==> src/hw/rtl/bps_pkg.sv <==
// Shared types, op codes and rhythm tables for the beep pattern sequencer.
package bps_pkg;

	localparam int unsigned OP_W       = 2;
	localparam int unsigned PAT_W      = 3;
	localparam int unsigned STEP_W     = 3;
	localparam int unsigned MS_W       = 9;

	// Op codes
	localparam logic [OP_W-1:0] OP_TICK = 2'd0;
	localparam logic [OP_W-1:0] OP_PLAY = 2'd1;
	localparam logic [OP_W-1:0] OP_STOP = 2'd2;

	// Rhythm numbers
	localparam logic [PAT_W-1:0] PAT_TICK   = 3'd0;
	localparam logic [PAT_W-1:0] PAT_ARRIVE = 3'd1;
	localparam logic [PAT_W-1:0] PAT_PINCH  = 3'd2;
	localparam logic [PAT_W-1:0] PAT_FAULT  = 3'd3;
	localparam logic [PAT_W-1:0] PAT_PAIRED = 3'd4;
	localparam logic [PAT_W-1:0] NUM_PAT    = 3'd5;

	typedef struct packed {
		logic [OP_W-1:0]  op;
		logic [PAT_W-1:0] pattern;
	} in_beat_t;

	typedef struct packed {
		logic buzzer_on;
		logic busy_res;
	} out_beat_t;

	// Duration in ms of one entry of a rhythm; unused entries read zero
	function automatic logic [MS_W-1:0] entry_ms(input logic [PAT_W-1:0] pat,
			input logic [STEP_W-1:0] step);
		logic [MS_W-1:0] ms;
		ms = '0;
		case (pat)
			PAT_TICK: begin
				if (step == 3'd0) ms = 9'd40;
			end
			PAT_ARRIVE: begin
				case (step)
					3'd0: ms = 9'd60;
					3'd1: ms = 9'd80;
					3'd2: ms = 9'd60;
					default: ms = '0;
				endcase
			end
			PAT_PINCH: begin
				case (step)
					3'd0, 3'd2, 3'd4: ms = 9'd80;
					3'd1, 3'd3: ms = 9'd60;
					default: ms = '0;
				endcase
			end
			PAT_FAULT: begin
				case (step)
					3'd0: ms = 9'd400;
					3'd1: ms = 9'd300;
					default: ms = '0;
				endcase
			end
			PAT_PAIRED: begin
				case (step)
					3'd0: ms = 9'd100;
					3'd1: ms = 9'd80;
					3'd2: ms = 9'd200;
					default: ms = '0;
				endcase
			end
			default: ms = '0;
		endcase
		return ms;
	endfunction

	// Number of entries in a rhythm
	function automatic logic [STEP_W-1:0] rhythm_len(input logic [PAT_W-1:0] pat);
		logic [STEP_W-1:0] len;
		case (pat)
			PAT_TICK:   len = 3'd1;
			PAT_ARRIVE: len = 3'd3;
			PAT_PINCH:  len = 3'd5;
			PAT_FAULT:  len = 3'd2;
			PAT_PAIRED: len = 3'd3;
			default:    len = 3'd0;
		endcase
		return len;
	endfunction

endpackage

==> src/hw/rtl/beep_pattern_sequencer.sv <==
// Beep pattern sequencer top level: rhythm state, result register and skid stage.
//
// Usage:
//   The in channel (in_valid/in_ready/in_data) takes one beat per command:
//   a one millisecond tick, a play of rhythm 0..4, or a stop. Every accepted
//   beat yields exactly one beat on the out channel (out_valid/out_ready/
//   out_data) carrying the buzzer level and the busy flag after that command.
//   Throughput: one beat per cycle while the skid register is empty, set by the
//   combinational next-state logic that updates the rhythm registers at
//   acceptance.
//   When the receiver stalls, a second result is caught in a skid register;
//   in_ready drops only while that skid register is full, and results leave
//   strictly in order.
//   Reset (arst_n low) idles the sequencer: buzzer off, not busy, no result
//   pending.
module beep_pattern_sequencer (
	input  logic               clk,
	input  logic               arst_n,
	input  logic               in_valid,
	output logic               in_ready,
	input  bps_pkg::in_beat_t  in_data,
	output logic               out_valid,
	input  logic               out_ready,
	output bps_pkg::out_beat_t out_data
);

	logic                       playing_q;
	logic [bps_pkg::PAT_W-1:0]  pat_q;
	logic [bps_pkg::STEP_W-1:0] step_q;
	logic [bps_pkg::MS_W-1:0]   ms_q;
	logic                       level_q;

	logic                       playing_d;
	logic [bps_pkg::PAT_W-1:0]  pat_d;
	logic [bps_pkg::STEP_W-1:0] step_d;
	logic [bps_pkg::MS_W-1:0]   ms_d;
	logic                       level_d;

	logic [bps_pkg::MS_W-1:0]   ms_dec;
	logic [bps_pkg::STEP_W-1:0] step_nx;
	logic [bps_pkg::STEP_W-1:0] step_new;

	logic                       out_valid_q;
	bps_pkg::out_beat_t         out_q;
	logic                       skid_valid_q;
	bps_pkg::out_beat_t         skid_q;
	bps_pkg::out_beat_t         res;

	logic in_fire;
	logic main_free;

	assign in_ready  = !skid_valid_q;
	assign in_fire   = in_valid && in_ready;
	assign main_free = !out_valid_q || out_ready;
	assign out_valid = out_valid_q;
	assign out_data  = out_q;

	// Compute next rhythm state from the command
	always_comb begin
		playing_d = playing_q;
		pat_d     = pat_q;
		step_d    = step_q;
		ms_d      = ms_q;
		level_d   = level_q;
		ms_dec    = (ms_q != '0) ? ms_q - 1'b1 : ms_q;
		step_nx   = step_q + 1'b1;
		step_new  = '0;
		case (in_data.op)
			bps_pkg::OP_PLAY: begin
				if (in_data.pattern < bps_pkg::NUM_PAT) begin
					pat_d     = in_data.pattern;
					step_d    = '0;
					playing_d = 1'b1;
					ms_d      = bps_pkg::entry_ms(in_data.pattern, '0);
					level_d   = 1'b1;
				end
			end
			bps_pkg::OP_STOP: begin
				playing_d = 1'b0;
				level_d   = 1'b0;
				step_d    = '0;
				ms_d      = '0;
			end
			bps_pkg::OP_TICK: begin
				if (playing_q && pat_q < bps_pkg::NUM_PAT) begin
					ms_d = ms_dec;
					if (ms_dec == '0) begin
						if (step_nx >= bps_pkg::rhythm_len(pat_q)) begin
							step_d = '0;
							if (pat_q == bps_pkg::PAT_FAULT) begin
								ms_d    = bps_pkg::entry_ms(pat_q, '0);
								level_d = 1'b1;
							end else begin
								playing_d = 1'b0;
								level_d   = 1'b0;
							end
						end else begin
							step_new = step_nx;
							step_d   = step_new;
							ms_d     = bps_pkg::entry_ms(pat_q, step_new);
							level_d  = !step_new[0];
						end
					end
				end
			end
			default: begin
			end
		endcase
		res.buzzer_on = level_d;
		res.busy_res  = playing_d;
	end

	// Advance rhythm state on each accepted beat
	always_ff @(posedge clk or negedge arst_n) begin
		if (!arst_n) begin
			playing_q <= 1'b0;
			pat_q     <= '0;
			step_q    <= '0;
			ms_q      <= '0;
			level_q   <= 1'b0;
		end else if (in_fire) begin
			playing_q <= playing_d;
			pat_q     <= pat_d;
			step_q    <= step_d;
			ms_q      <= ms_d;
			level_q   <= level_d;
		end
	end

	// Hold results in the output register, spill to skid when stalled
	always_ff @(posedge clk or negedge arst_n) begin
		if (!arst_n) begin
			out_valid_q  <= 1'b0;
			skid_valid_q <= 1'b0;
		end else if (main_free) begin
			if (skid_valid_q) begin
				out_valid_q  <= 1'b1;
				skid_valid_q <= 1'b0;
			end else begin
				out_valid_q <= in_fire;
			end
		end else if (in_fire) begin
			skid_valid_q <= 1'b1;
		end
	end

	// Move payloads alongside the valid flags
	always_ff @(posedge clk) begin
		if (main_free) begin
			if (skid_valid_q) begin
				out_q <= skid_q;
			end else if (in_fire) begin
				out_q <= res;
			end
		end else if (in_fire) begin
			skid_q <= res;
		end
	end

endmodule

==> config.mk <==
export PLATFORM = sky130hd
export DESIGN_NAME = beep_pattern_sequencer
export DESIGN_NICKNAME = d
export VERILOG_FILES = /design/src/hw/rtl/bps_pkg.sv /design/src/hw/rtl/beep_pattern_sequencer.sv
export SDC_FILE = /design/constraint.sdc
export NUM_CORES = 1
export LEC_CHECK = 0
export ABC_CLOCK_PERIOD_IN_PS = 3200
export BUFFER_PORTS_ARGS = -buffer_cell sky130_fd_sc_hd__buf_2
export CAP_MARGIN = 10
export CORE_AREA = 5 5 87 89
export DETAILED_ROUTE_END_ITERATION = 7
export DIE_AREA = 0 0 92 94
export SETUP_SLACK_MARGIN = 0.02
export SYNTH_ARGS = -nofsm -noshare
export SYNTH_HDL_FRONTEND = slang
export SYNTH_SLANG_ARGS = --single-unit
==> constraint.sdc <==
create_clock -name clk -period 3.2 [get_ports clk]
set_input_delay 0.48 -clock clk [delete_from_list [all_inputs] [get_ports clk]]
set_output_delay 0.48 -clock clk [all_outputs]
set_load 0.005 [all_outputs]
Yosys cells after proc, flatten, opt, wreduce, memory -nomap -nowiden
Index checks and enable logic that the tools add are counted.
{"block": "classes", "n_addsub": 2, "n_lt_le_gt_ge": 3, "eq_ne": 17, "muxes": 40, "bitwise_logic": 1, "n_reduce_logical": 24}
{"op": "9-bit case mux with 5 select lines", "n": 2}
{"op": "9-bit 2-to-1 mux", "n": 6}
{"op": "7-bit case mux with 2 select lines", "n": 2}
{"op": "9-bit case mux with 3 select lines", "n": 1}
{"op": "8-bit case mux with 3 select lines", "n": 1}
{"op": "3-bit 2-to-1 mux", "n": 7}
{"op": "3-bit by 2-bit == test with 1-bit output (second input constant)", "n": 6}
{"op": "9-bit case mux with 2 select lines", "n": 1}
{"op": "1-bit 2-to-1 mux", "n": 13}
{"op": "3-bit case mux with 4 select lines", "n": 1}
{"op": "3-bit by 1-bit == test with 1-bit output (second input constant)", "n": 3}
{"op": "3-bit == test (second input constant)", "n": 3}
{"op": "3-bit logical NOT", "n": 3}
{"op": "9-bit logical NOT", "n": 1}
{"op": "3-bit case mux with 3 select lines", "n": 1}
{"op": "9-bit nonzero test", "n": 1}
{"op": "9-bit by 1-bit subtractor with 9-bit output (second input constant)", "n": 1}
{"op": "3-bit less-than comparator (second input constant)", "n": 2}
{"op": "6-bit 2-to-1 mux", "n": 1}
{"op": "2-bit inequality test (second input constant)", "n": 3}
{"op": "1-bit case mux with 3 select lines", "n": 2}
{"op": "2-bit OR reduction", "n": 3}
{"op": "5-bit AND reduction", "n": 1}
{"op": "2-bit 2-to-1 mux", "n": 2}
{"op": "15 further kinds", "n": 20}
{"block": "word_totals", "ff_bits": 23, "inputBits": 9, "output_inout_bits": 4}

Longest topological paths before layout
Gate-level depths: netlist of run 1.
{"block": "logic_depth", "depth_word": 13, "mapped_depth": 11}

Least setup slack after synthesis of run 1
Ideal clock, no wire load.
{"block": "synth_path", "path_type": "register to register", "startpoint": "register step_q[0] in the netlist's numbering", "endpoint": "register out_q, in the netlist out_data[1] (data pin)", "setup_time_ns": 0.129, "t_arrival_ns": 2.739, "required_ns": 3.071, "slack_ns": 0.332, "path_stages_with_launch": 12, "period_less_slack_ns": 2.868, "cell_sequence": "dfrtp_1 ha_1 xnor2_1 inv_1 ha_1 nand2_1 o21ai_1 mux2i_1 or3_1 o31a_2 nand2_1 mux2_2"}
{"block": "synth_between", "elab_chain_len": 8, "word_cells_on_any_way": 9}
{"item": "start: declaration", "line": "beep_pattern_sequencer.sv:29", "source": "logic [bps_pkg::STEP_W-1:0] step_q;"}
{"item": "start signal: assignment", "line": "beep_pattern_sequencer.sv:124", "source": "step_q <= step_d;"}
{"item": "3-bit by 1-bit adder with 3-bit output *", "line": "beep_pattern_sequencer.sv:66", "source": "step_nx = step_q + 1'b1;"}
{"item": "3-bit greater-or-equal comparator or 1-bit logical NOT (tied branches)", "line": "beep_pattern_sequencer.sv:88, beep_pattern_sequencer.sv:101"}
{"item": "1-bit 2-to-1 mux *", "line": "beep_pattern_sequencer.sv:88", "source": "if (step_nx >= bps_pkg::rhythm_len(pat_q)) begin"}
{"item": "1-bit 2-to-1 mux *", "line": "beep_pattern_sequencer.sv:87", "source": "if (ms_dec == '0) begin"}
{"item": "1-bit 2-to-1 mux *", "line": "beep_pattern_sequencer.sv:85", "source": "if (playing_q && pat_q < bps_pkg::NUM_PAT) begin"}
{"item": "1-bit case mux with 3 select lines *", "line": "beep_pattern_sequencer.sv:68", "source": "case (in_data.op)"}
{"item": "net level_d", "line": "beep_pattern_sequencer.sv:37", "source": "logic level_d;"}
{"item": "2-bit 2-to-1 mux *", "line": "beep_pattern_sequencer.sv:152", "source": "end else if (in_fire) begin"}
{"item": "2-bit 2-to-1 mux *", "line": "beep_pattern_sequencer.sv:150", "source": "if (skid_valid_q) begin"}
{"item": "end signal: assignment", "line": "beep_pattern_sequencer.sv:151", "source": "out_q <= skid_q;"}
{"item": "end signal: assignment", "line": "beep_pattern_sequencer.sv:153", "source": "out_q <= res;"}
{"item": "end: declaration", "line": "beep_pattern_sequencer.sv:44", "source": "bps_pkg::out_beat_t out_q;"}
Mark *: on every way through the listed nets, which the timed path passes. The rest lies on a longest branch. The select of a mux whose other input is x is not followed.
A chain may end at the register's enable or synchronous reset.

Worst setup path after layout of run 1
{"block": "layout_path", "startpoint": "register step_q[1] in the netlist's numbering", "endpoint": "register out_q, in the netlist out_data[1] (data pin)"}
{"block": "layout_between", "elab_chain_len": 8}
{"item": "3-bit by 1-bit adder with 3-bit output", "line": "beep_pattern_sequencer.sv:66"}
{"item": "3-bit greater-or-equal comparator", "line": "beep_pattern_sequencer.sv:88"}
{"item": "1-bit 2-to-1 mux", "line": "beep_pattern_sequencer.sv:88"}
{"item": "1-bit 2-to-1 mux", "line": "beep_pattern_sequencer.sv:87"}
{"item": "1-bit 2-to-1 mux", "line": "beep_pattern_sequencer.sv:85"}
{"item": "1-bit case mux with 3 select lines", "line": "beep_pattern_sequencer.sv:68"}
{"item": "net level_d", "line": "beep_pattern_sequencer.sv:37"}
{"item": "2-bit 2-to-1 mux", "line": "beep_pattern_sequencer.sv:152"}
{"item": "2-bit 2-to-1 mux", "line": "beep_pattern_sequencer.sv:150"}
The timed path passes the listed nets, and every way through them passes these cells. The select of a mux whose other input is x is not followed.

==> impl_metrics.toml, run 1 <==
[logic_synthesis]
netlist_top_cells_count = "sky130_fd_sc_hd__nor2_1, sky130_fd_sc_hd__o21ai_0, sky130_fd_sc_hd__a21oi_1, sky130_fd_sc_hd__dfrtp_1, sky130_fd_sc_hd__nand2_1"
synth_xor_xnor_area_share = 0.0136
synth_nets = 262
ys_seq_area_frac = 0.307
synth_top_cells_by_area = "sky130_fd_sc_hd__dfrtp_1, sky130_fd_sc_hd__edfxtp_1, sky130_fd_sc_hd__ha_1"
postSynth.asyncResetShare = 0.826
yosys-mux-area-fraction = 0.0491
synth_edf_count = 4
average_size_of_a_mapped_cell_sq_um = 7.94
synth_cells = 244
yosysTopAreaCellShare = 0.245
ys_dominant_reg_cell = "sky130_fd_sc_hd__dfrtp_1"
synth_simple_gate_area_frac = 0.243
yosysWarnings = 0
synth_cell_types = 55
synth_top_family_by_area = "compound AO/OA/AOI/OAI gates"
synth_compound_area_frac = 0.268
yosysMostFrequentCell = "sky130_fd_sc_hd__nor2_1"
synth.cell_area_sq_um = 1940
synthDominantAreaCellType = "sky130_fd_sc_hd__dfrtp_1"
post_synth_fa_ha_maj_area_fraction = 0.0581
yosys_register_bits = 23

[cts]
cts_hold_repair.buffers = 0
cts_tree = "built"
clock_insertion_delay_worst_skew_ps = 270
num_cts_buffers = 3
clkTransAtPathRegs_ps = 90
h-tree-depth = 1
clock-sinks = 23
post-cts-setup-buffer-count = 0
cts_root_buf = "sky130_fd_sc_hd__clkbuf_8"
cts_buffer_depth = 2
post_cts.resized_instances = 0

[timing]
slew_viol_final = 0
tightest_slew_ps = 510
worst_slew_margin_rel = 0.658
fin_crit_ps = 2930
setup_total_neg_slack_ps = 0
timing.clock.skew_ps = 8.56
rsz0062_at_grt = "false"
report.final.hold_viol_count = 0
clock.fmax_ghz = 0.341
setup_viol = 0
fin_crit_share = 0.916

[placed_design]
numPortBuffers = 12
placed_cell_area_sq_um = 2120
gp_congestion = 0.878
place.detailed.hpwl_mm = 3.70

[critical_path]
cp.arrival_ps = 3070
timing.reg2reg.setup_slack_ps = 270
r2r_end = "out_data[1]"
path_class = "reg -> reg"
cpMostUsedCell = "sky130_fd_sc_hd__ha_1"
reg2reg_depth = 11
cp_data_required_time_ps = 3340
critical_path_max_stage_delay_ps = 440
reg2reg_from = "step_q[1]"
path_cells = "ha_1, xnor2_1, inv_1, ha_1, a21oi_1, o21ai_1, mux2i_1, or3_1, o31a_2, nand2_1, mux2_2"
cp_slowest_cell = "sky130_fd_sc_hd__dfrtp_1"
cp-start-kind = "flip-flop"
path_delay_family = "compound AO/OA/AOI/OAI gates"
timing.critical_path.buf_inv = 1
timing.critical_path.fanout_max = 6
end_kind = "flip-flop"

[floorplanning]
fp.dieW_microns = 92
top_level_ports = 13
fp.coreArea_sq_um = 6680
floorplan.rows = 30
die_area_sq_um = 8650
die_h_microns = 94
start_util = 0.290

[worst_hold_path]
hp-class = "in -> async"

[power_and_ir_drop]
power_frac_clock = 0.166
net-switching-power_mw = 0.479
worst_ir_drop_vdd_mv = 0.259
power_report.internal_total_mw = 0.657
combinationalPowerShare = 0.458
power_frac_seq = 0.376
power_per_cell_area_nw_per_um2 = 525
power.leakage_nw = 0.865
power.switching_fraction = 0.421

[global_routing]
met2_usage = 0.188
globalRouteOverflowTotal = 0
global_route_wire_length_before_repair_mm = 8.51
grt_use_total = 0.118
global_route_track_usage_on_met3 = 0.0152
via_count_of_the_first_global_routing_pass = 1801
grt_antenna_before_repair = 0
pin_count_of_the_biggest_net_entering_global_routing = 20
top_usage_layer = "met2"
grt.met1_usage = 0.169

[drt]
postRouteAntennaNets = 0
routedWlPerCell_microns = 14.4
post-route-drc-count = 0
route.detailed.vias_per_inst = 5.48
routed-via-count = 1853
routed_wl_mm = 4.86
detailedRoute.firstIterationViolations = 115
drt_first_pass_iters = 5

[finish]
fillerInstances = 718
areaGrowthSynthToFinish_pct = 11.8
final_layout_size_suffix_gt1_frac = 0.163
final_standard_cell_area_without_fillers_sq_um = 2160
finish.utilization = 0.324
layout.nets = 277
number_of_antenna_repair_diodes = 0

[flow_run]
drv.max_cap_violation_count = 0

[outcome]
outcome = "finished clean"
[kinds of logic (layout without fill, tap and decap cells)]
family,after synthesis,count (layout)
simple gates,92,92
xor+xnor,3,3
flops,23,23
compound gates,79,79
fa+ha+maj,9,9
mux,9,9
buf+inv,29,43
[registers in the layout (all words and copies together) (netlist names)]
signal        flops
ms_q              9
pat_q             3
level_q           1
out_valid         1
step_q            3
skid_q            2
skid_valid_q      1
playing_q         1
out_data          2
[power by group through the flow]
stage	Clock [mW]	Sequential [mW]	Combinational, mW
6_report	0.188	0.427	0.520
2_1_floorplan	0	0.394	0.407
3_5_place_dp	0	0.432	0.517
5_1_grt	0.206	0.441	0.588
3_3_place_gp	0	0.431	0.514
4_1_cts	0.196	0.426	0.520
[worst max-delay path by stage]
stage,startpoint,endpoint,slack (ps),depth (start not counted)
floorplan,step_q[0],out_data[1],330,11
global placement,step_q[1],out_data[1],370,11
detailed placement,step_q[1],out_data[1],320,11
CTS,step_q[1],out_data[1],280,11
global route,step_q[1],out_data[1],30,11
finish,step_q[1],out_data[1],270,11
[layout make-up]
type                            count  area, sq um  area share
Timing Repair Buffer               22          135      0.0624
Inverter                           17         63.8      0.0295
Tap cell                           80          100      0.0462
Clock inverter                      1         5.00     0.00231
Clock buffer                        3         41.3      0.0191
Multi-Input combinational cell    192         1220       0.565
Sequential cell                    23          596       0.275
[cells in the final DEF (no fill, tap or decap), types with 2 or more instances in the layout]
| cell | synthesis | final |
|---|---|---|
| sky130_fd_sc_hd__nor2_1 | 24 | 24 |
| sky130_fd_sc_hd__a211oi_1 | 2 | 2 |
| sky130_fd_sc_hd__a21oi_1 | 19 | 19 |
| sky130_fd_sc_hd__or2_2 | 3 | 3 |
| sky130_fd_sc_hd__nand2_1 | 19 | 19 |
| sky130_fd_sc_hd__nor4_1 | 5 | 5 |
| sky130_fd_sc_hd__ha_1 | 9 | 9 |
| sky130_fd_sc_hd__nand3_1 | 6 | 6 |
| sky130_fd_sc_hd__o311ai_0 | 2 | 2 |
| sky130_fd_sc_hd__o22ai_1 | 4 | 4 |
| sky130_fd_sc_hd__o21ai_0 | 20 | 20 |
| sky130_fd_sc_hd__nor2b_1 | 3 | 3 |
| sky130_fd_sc_hd__nand3b_1 | 3 | 3 |
| sky130_fd_sc_hd__nor3_1 | 11 | 11 |
| sky130_fd_sc_hd__and2_1 | 2 | 2 |
| sky130_fd_sc_hd__mux2_2 | 4 | 4 |
| sky130_fd_sc_hd__inv_1 | 17 | 17 |
| sky130_fd_sc_hd__dfrtp_1 | 19 | 19 |
| sky130_fd_sc_hd__a31oi_1 | 2 | 2 |
| sky130_fd_sc_hd__xnor2_1 | 2 | 2 |
| sky130_fd_sc_hd__o21a_1 | 2 | 2 |
| sky130_fd_sc_hd__nand4_1 | 5 | 5 |
| sky130_fd_sc_hd__o211ai_1 | 5 | 5 |
| sky130_fd_sc_hd__a22o_1 | 2 | 2 |
| sky130_fd_sc_hd__o22a_1 | 2 | 2 |
| sky130_fd_sc_hd__nand2b_1 | 3 | 3 |
| sky130_fd_sc_hd__buf_2 | 1 | 12 |
| sky130_fd_sc_hd__clkbuf_8 | 0 | 3 |
| sky130_fd_sc_hd__mux2i_1 | 5 | 5 |
| sky130_fd_sc_hd__o31ai_1 | 3 | 3 |
| sky130_fd_sc_hd__o31a_2 | 3 | 3 |
| sky130_fd_sc_hd__edfxtp_1 | 4 | 4 |
| sky130_fd_sc_hd__buf_4 | 0 | 10 |
[routing by layer]
metal | up-vias | part of all wire
met5 | - | 0
met4 | 0 | 0.0070
met3 | 4 | 0.039
met2 | 41 | 0.45
met1 | 871 | 0.51
li1 | 937 | -
[metrics by stage]
| step | setup WS (ps) | total power [mW] | instances | hold WS (ps) |
|---|---|---|---|---|
| floorplan | 332 | 0.801 | 244 | 184 |
| global placement | 370 | 0.945 | 334 | 465 |
| detailed placement | 318 | 0.949 | 334 | 469 |
| CTS | 283 | 1.14 | 338 | 171 |
| global route | 28.0 | 1.23 | 338 | 184 |
| finish | 269 | 1.14 | 338 | 148 |
No activity file was read; power rests on OpenSTA's default activity.
==> run 2: changes to the inputs <==
- CORE_AREA: 5 5 87 89 -> 2 2 84 86
- DIE_AREA: 0 0 92 94 -> 0 0 86 88
==> impl_metrics.toml, run 2 (synthesized netlist as in run 1, its figures left out) <==
[flow_run]
drv.max_cap_violation_count = 0

[floorplanning]
die_h_microns = 88
fp.coreArea_sq_um = 6640
die_area_sq_um = 7570
top_level_ports = 13
fp.dieW_microns = 86
start_util = 0.292
floorplan.rows = 30

[global_routing]
grt_antenna_before_repair = 0
via_count_of_the_first_global_routing_pass = 1611
met2_usage = 0.205
grt.met1_usage = 0.188
global_route_track_usage_on_met3 = 0.0151
pin_count_of_the_biggest_net_entering_global_routing = 20
grt_use_total = 0.129
globalRouteOverflowTotal = 0
top_usage_layer = "met2"
global_route_wire_length_before_repair_mm = 7.90

[cts]
clock_insertion_delay_worst_skew_ps = 270
clkTransAtPathRegs_ps = 80
cts_buffer_depth = 2
cts_tree = "built"
post-cts-setup-buffer-count = 0
clock-sinks = 23
post_cts.resized_instances = 0
cts_root_buf = "sky130_fd_sc_hd__clkbuf_8"
num_cts_buffers = 3
cts_hold_repair.buffers = 0
h-tree-depth = 1

[timing]
report.final.hold_viol_count = 0
clock.fmax_ghz = 0.340
tightest_slew_ps = 620
setup_viol = 0
fin_crit_share = 0.918
worst_slew_margin_rel = 0.584
fin_crit_ps = 2940
rsz0062_at_grt = "false"
fin_hold_ws_ps = 148
slew_viol_final = 0
timing.clock.skew_ps = 4.97
setup_total_neg_slack_ps = 0

[critical_path]
path_cells = "ha_1, xnor2_1, inv_1, ha_1, a21oi_1, o21ai_1, buf_4, a211oi_1, o31ai_1, mux2_2"
cpMostUsedCell = "sky130_fd_sc_hd__ha_1"
path_delay_family = "compound AO/OA/AOI/OAI gates"
cp_data_required_time_ps = 3350
critical_path_max_stage_delay_ps = 520
end_kind = "flip-flop"
cp-start-kind = "flip-flop"
timing.critical_path.fanout_max = 8
cp.arrival_ps = 3090
cp_slowest_cell = "sky130_fd_sc_hd__a211oi_1"
path_class = "reg -> reg"
timing.critical_path.buf_inv = 2

[power_and_ir_drop]
combinationalPowerShare = 0.456
power_report.internal_total_mw = 0.651
worst_ir_drop_vdd_mv = 0.245
power_frac_seq = 0.383
power.leakage_nw = 0.845
power.switching_fraction = 0.421
power_frac_clock = 0.161
net-switching-power_mw = 0.474
power_per_cell_area_nw_per_um2 = 527

[finish]
number_of_antenna_repair_diodes = 0
mostFrequentLayoutCell = "sky130_fd_sc_hd__nor2_1"
layout.nets = 273
final_cell_mix = "sky130_fd_sc_hd__nor2_1, sky130_fd_sc_hd__o21ai_0, sky130_fd_sc_hd__a21oi_1, sky130_fd_sc_hd__nand2_1, sky130_fd_sc_hd__dfrtp_1"
largest-register = "ms_q"
largest_register_ffs = 9
final_cell_count_no_fill = 334
reg.largest.list = "ms_q x9, pat_q x3, step_q x3"
final_standard_cell_area_without_fillers_sq_um = 2130
final_layout_size_suffix_gt1_frac = 0.150
finish.utilization = 0.321
areaGrowthSynthToFinish_pct = 10.2

[drt]
routed-via-count = 1829
drt_first_pass_iters = 5
detailedRoute.firstIterationViolations = 84
routed_wl_mm = 4.73
post-route-drc-count = 0
routedWlPerCell_microns = 14.2
postRouteAntennaNets = 0
route.detailed.vias_per_inst = 5.48

[outcome]
outcome = "finished clean"

[worst_hold_path]
hp-class = "in -> async"

[placed_design]
place.detailed.hpwl_mm = 3.68
numPortBuffers = 12
gp_congestion = 0.862
placed_cell_area_sq_um = 2090
placed_cells_incl_taps = 330
## run 2: layout make-up
cell class | instances | area, sq um
Clock buffer | 3 | 41.3
Clock inverter | 1 | 5.00
Fill cell | 699 | 4510
Inverter | 17 | 63.8
Multi-Input combinational cell | 192 | 1220
Sequential cell | 23 | 596
Tap cell | 80 | 100
Timing Repair Buffer | 18 | 105
## run 2: per-layer routing
metal | up-vias | part of all wire
met5 | - | 0
met2 | 36 | 0.46
met1 | 856 | 0.51
met3 | 4 | 0.032
li1 | 933 | -
met4 | 0 | 0.0065
## run 2: power groups by stage
stage | clock, mW | sequential [mW] | combinational, mW
after floorplan | 0 | 0.394 | 0.407
after global placement | 0 | 0.432 | 0.508
after detailed placement | 0 | 0.433 | 0.510
after CTS | 0.189 | 0.427 | 0.512
after global routing | 0.202 | 0.442 | 0.573
final | 0.181 | 0.430 | 0.513
## run 2: path summary, 6_finish.rpt
check	start	to	slack [ps]	cells past startpoint
max in group asynchronous	arst_n	ms_q[5]	2730	1
worst min register to register	level_q	level_q	550	2
worst max register to register	step_q[1]	ms_q[0]	260	10
min in group clk	in_valid	out_valid	470	3
worst max-delay path	step_q[1]	ms_q[0]	260	10
worst min-delay path	arst_n	pat_q[1]	150	1
## run 2: per-stage QoR
step           total power [mW]  setup slack, ps
3_5_place_dp              0.943              313
2_1_floorplan             0.801              332
6_report                   1.13              263
5_1_grt                    1.22             74.2
4_1_cts                    1.13              288
3_3_place_gp              0.941              352
==> run 3: changes to the inputs <==
- BUFFER_PORTS_ARGS: -buffer_cell sky130_fd_sc_hd__buf_2 -> default
- DONT_BUFFER_PORTS: default -> 1
==> impl_metrics.toml, run 3 (synthesized netlist as in run 1, its figures left out) <==
[placed_design]
place.detailed.hpwl_mm = 3.61
placed_cells_incl_taps = 321
numPortBuffers = 0
gp_congestion = 0.888

[critical_path]
cp.arrival_ps = 3070
timing.critical_path.fanout_max = 6
end_kind = "flip-flop"
path_class = "reg -> reg"
timing.reg2reg.setup_slack_ps = 270
cp_data_required_time_ps = 3340
cp-start-kind = "flip-flop"

[cts]
clock-sinks = 23
post_cts.resized_instances = 0
cts_hold_repair.buffers = 1
post-cts-setup-buffer-count = 0
cts_tree = "built"
cts_root_buf = "sky130_fd_sc_hd__clkbuf_8"
clkTransAtPathRegs_ps = 90
h-tree-depth = 1
cts_buffer_depth = 2
clock_insertion_delay_worst_skew_ps = 260
num_cts_buffers = 3

[outcome]
outcome = "finished clean"

[floorplanning]
floorplan.rows = 30
fp.coreArea_sq_um = 6640
die_area_sq_um = 7570
start_util = 0.292
fp.dieW_microns = 86
die_h_microns = 88
top_level_ports = 13

[finish]
largest-register = "ms_q"
final_cell_mix = "sky130_fd_sc_hd__nor2_1, sky130_fd_sc_hd__o21ai_0, sky130_fd_sc_hd__a21oi_1, sky130_fd_sc_hd__nand2_1, sky130_fd_sc_hd__dfrtp_1"
largest_register_ffs = 9
areaGrowthSynthToFinish_pct = 8.79
reg.largest.list = "ms_q x9, pat_q x3, step_q x3"
fillerInstances = 686
number_of_antenna_repair_diodes = 0
layout.nets = 265
mostFrequentLayoutCell = "sky130_fd_sc_hd__nor2_1"
final_layout_size_suffix_gt1_frac = 0.118
final_cell_count_no_fill = 326

[timing]
worst_slew_margin_rel = 0.374
slew_viol_final = 0
rsz0062_at_grt = "false"
fin_crit_share = 0.916
clock.fmax_ghz = 0.341
fin_crit_ps = 2930
fin_hold_ws_ps = 332
tightest_slew_ps = 936
report.final.hold_viol_count = 0
setup_total_neg_slack_ps = 0
setup_viol = 0
timing.clock.skew_ps = 2.63

[global_routing]
globalRouteOverflowTotal = 0
global_route_wire_length_before_repair_mm = 8.36
via_count_of_the_first_global_routing_pass = 1741
grt_use_total = 0.135
grt_antenna_before_repair = 0
pin_count_of_the_biggest_net_entering_global_routing = 20

[drt]
route.met3.wl_microns = 204
post-route-drc-count = 0
postRouteAntennaNets = 0
dr_wl_met2_mm = 2.23
routed-via-count = 1796
routedWlPerCell_microns = 14.8
wirelength_met1_mm = 2.38
routed_wl_mm = 4.84
detailedRoute.firstIterationViolations = 101
drt_first_pass_iters = 4
highest-signal-layer = "met4"
route.detailed.vias_per_inst = 5.51

[power_and_ir_drop]
power_frac_clock = 0.166
power_frac_seq = 0.383
power.leakage_nw = 0.819
power_report.internal_total_mw = 0.650
worst_ir_drop_vdd_mv = 0.232
power_per_cell_area_nw_per_um2 = 530
combinationalPowerShare = 0.451
power.switching_fraction = 0.418
net-switching-power_mw = 0.467

[flow_run]
drv.max_cap_violation_count = 0

[worst_hold_path]
hp-class = "in -> reg"
run 3: cell types whose count changed in the layout (fill, tap and decap cells not counted):
cell | before | now
sky130_fd_sc_hd__buf_2 | 12 | 0
sky130_fd_sc_hd__buf_4 | 6 | 9
sky130_fd_sc_hd__dlygate4sd3_1 | 0 | 1
run 3: cell type report:
class	instances	area [sq um]	share of cell area
inverters	17	63.8	0.0303
repair buffers	10	77.6	0.0368
well taps	80	100	0.0475
multi-input cells	192	1220	0.581
flip-flops and latches	23	596	0.283
clock inverters	1	5.00	0.00238
clock buffers	3	41.3	0.0196
run 3: per-layer routing:
layer  vias up  track usage
li1        911            -
met1       847        0.186
met2        36        0.228
met3         2       0.0226
met4         0       0.0202
met5         -            0
run 3: critical path, stage by stage, from the launching register on:
cell,delay [ps]
sky130_fd_sc_hd__dfrtp_1,440
sky130_fd_sc_hd__ha_1,260
sky130_fd_sc_hd__xnor2_1,260
sky130_fd_sc_hd__inv_1,160
sky130_fd_sc_hd__ha_1,340
sky130_fd_sc_hd__a21oi_1,140
sky130_fd_sc_hd__o21ai_1,100
sky130_fd_sc_hd__mux2i_1,130
sky130_fd_sc_hd__or3_1,380
sky130_fd_sc_hd__o31a_2,360
sky130_fd_sc_hd__nand2_1,80
sky130_fd_sc_hd__mux2_2,140
run 3: power groups by stage:
| stage | combinational (mW) | sequential (mW) | clock [mW] |
|---|---|---|---|
| after CTS | 0.500 | 0.427 | 0.193 |
| after global placement | 0.493 | 0.433 | 0 |
| after global routing | 0.570 | 0.443 | 0.202 |
| after floorplan | 0.407 | 0.394 | 0 |
| final | 0.504 | 0.428 | 0.185 |
| after detailed placement | 0.491 | 0.434 | 0 |
run 3: path summary, 6_finish.rpt:
| kind | start | endpoint | cells past startpoint |
|---|---|---|---|
| worst max-delay path | step_q[1] | out_data[1] | 11 |
| worst min-delay path | in_valid | out_valid | 2 |
| worst max register to register | step_q[1] | out_data[1] | 11 |
| worst min register to register | level_q | level_q | 2 |
| max in group asynchronous | arst_n | ms_q[0] | 1 |
| min in group asynchronous | arst_n | step_q[1] | 1 |
run 3: metrics by stage:
stage	setup slack [ps]	power, mW	area [sq um]	util
floorplan	332	0.801	1940	-
global placement	371	0.926	2050	0.309
detailed placement	334	0.924	2050	0.309
CTS	294	1.12	2110	0.317
global route	102	1.21	2110	0.317
finish	270	1.12	2110	0.317
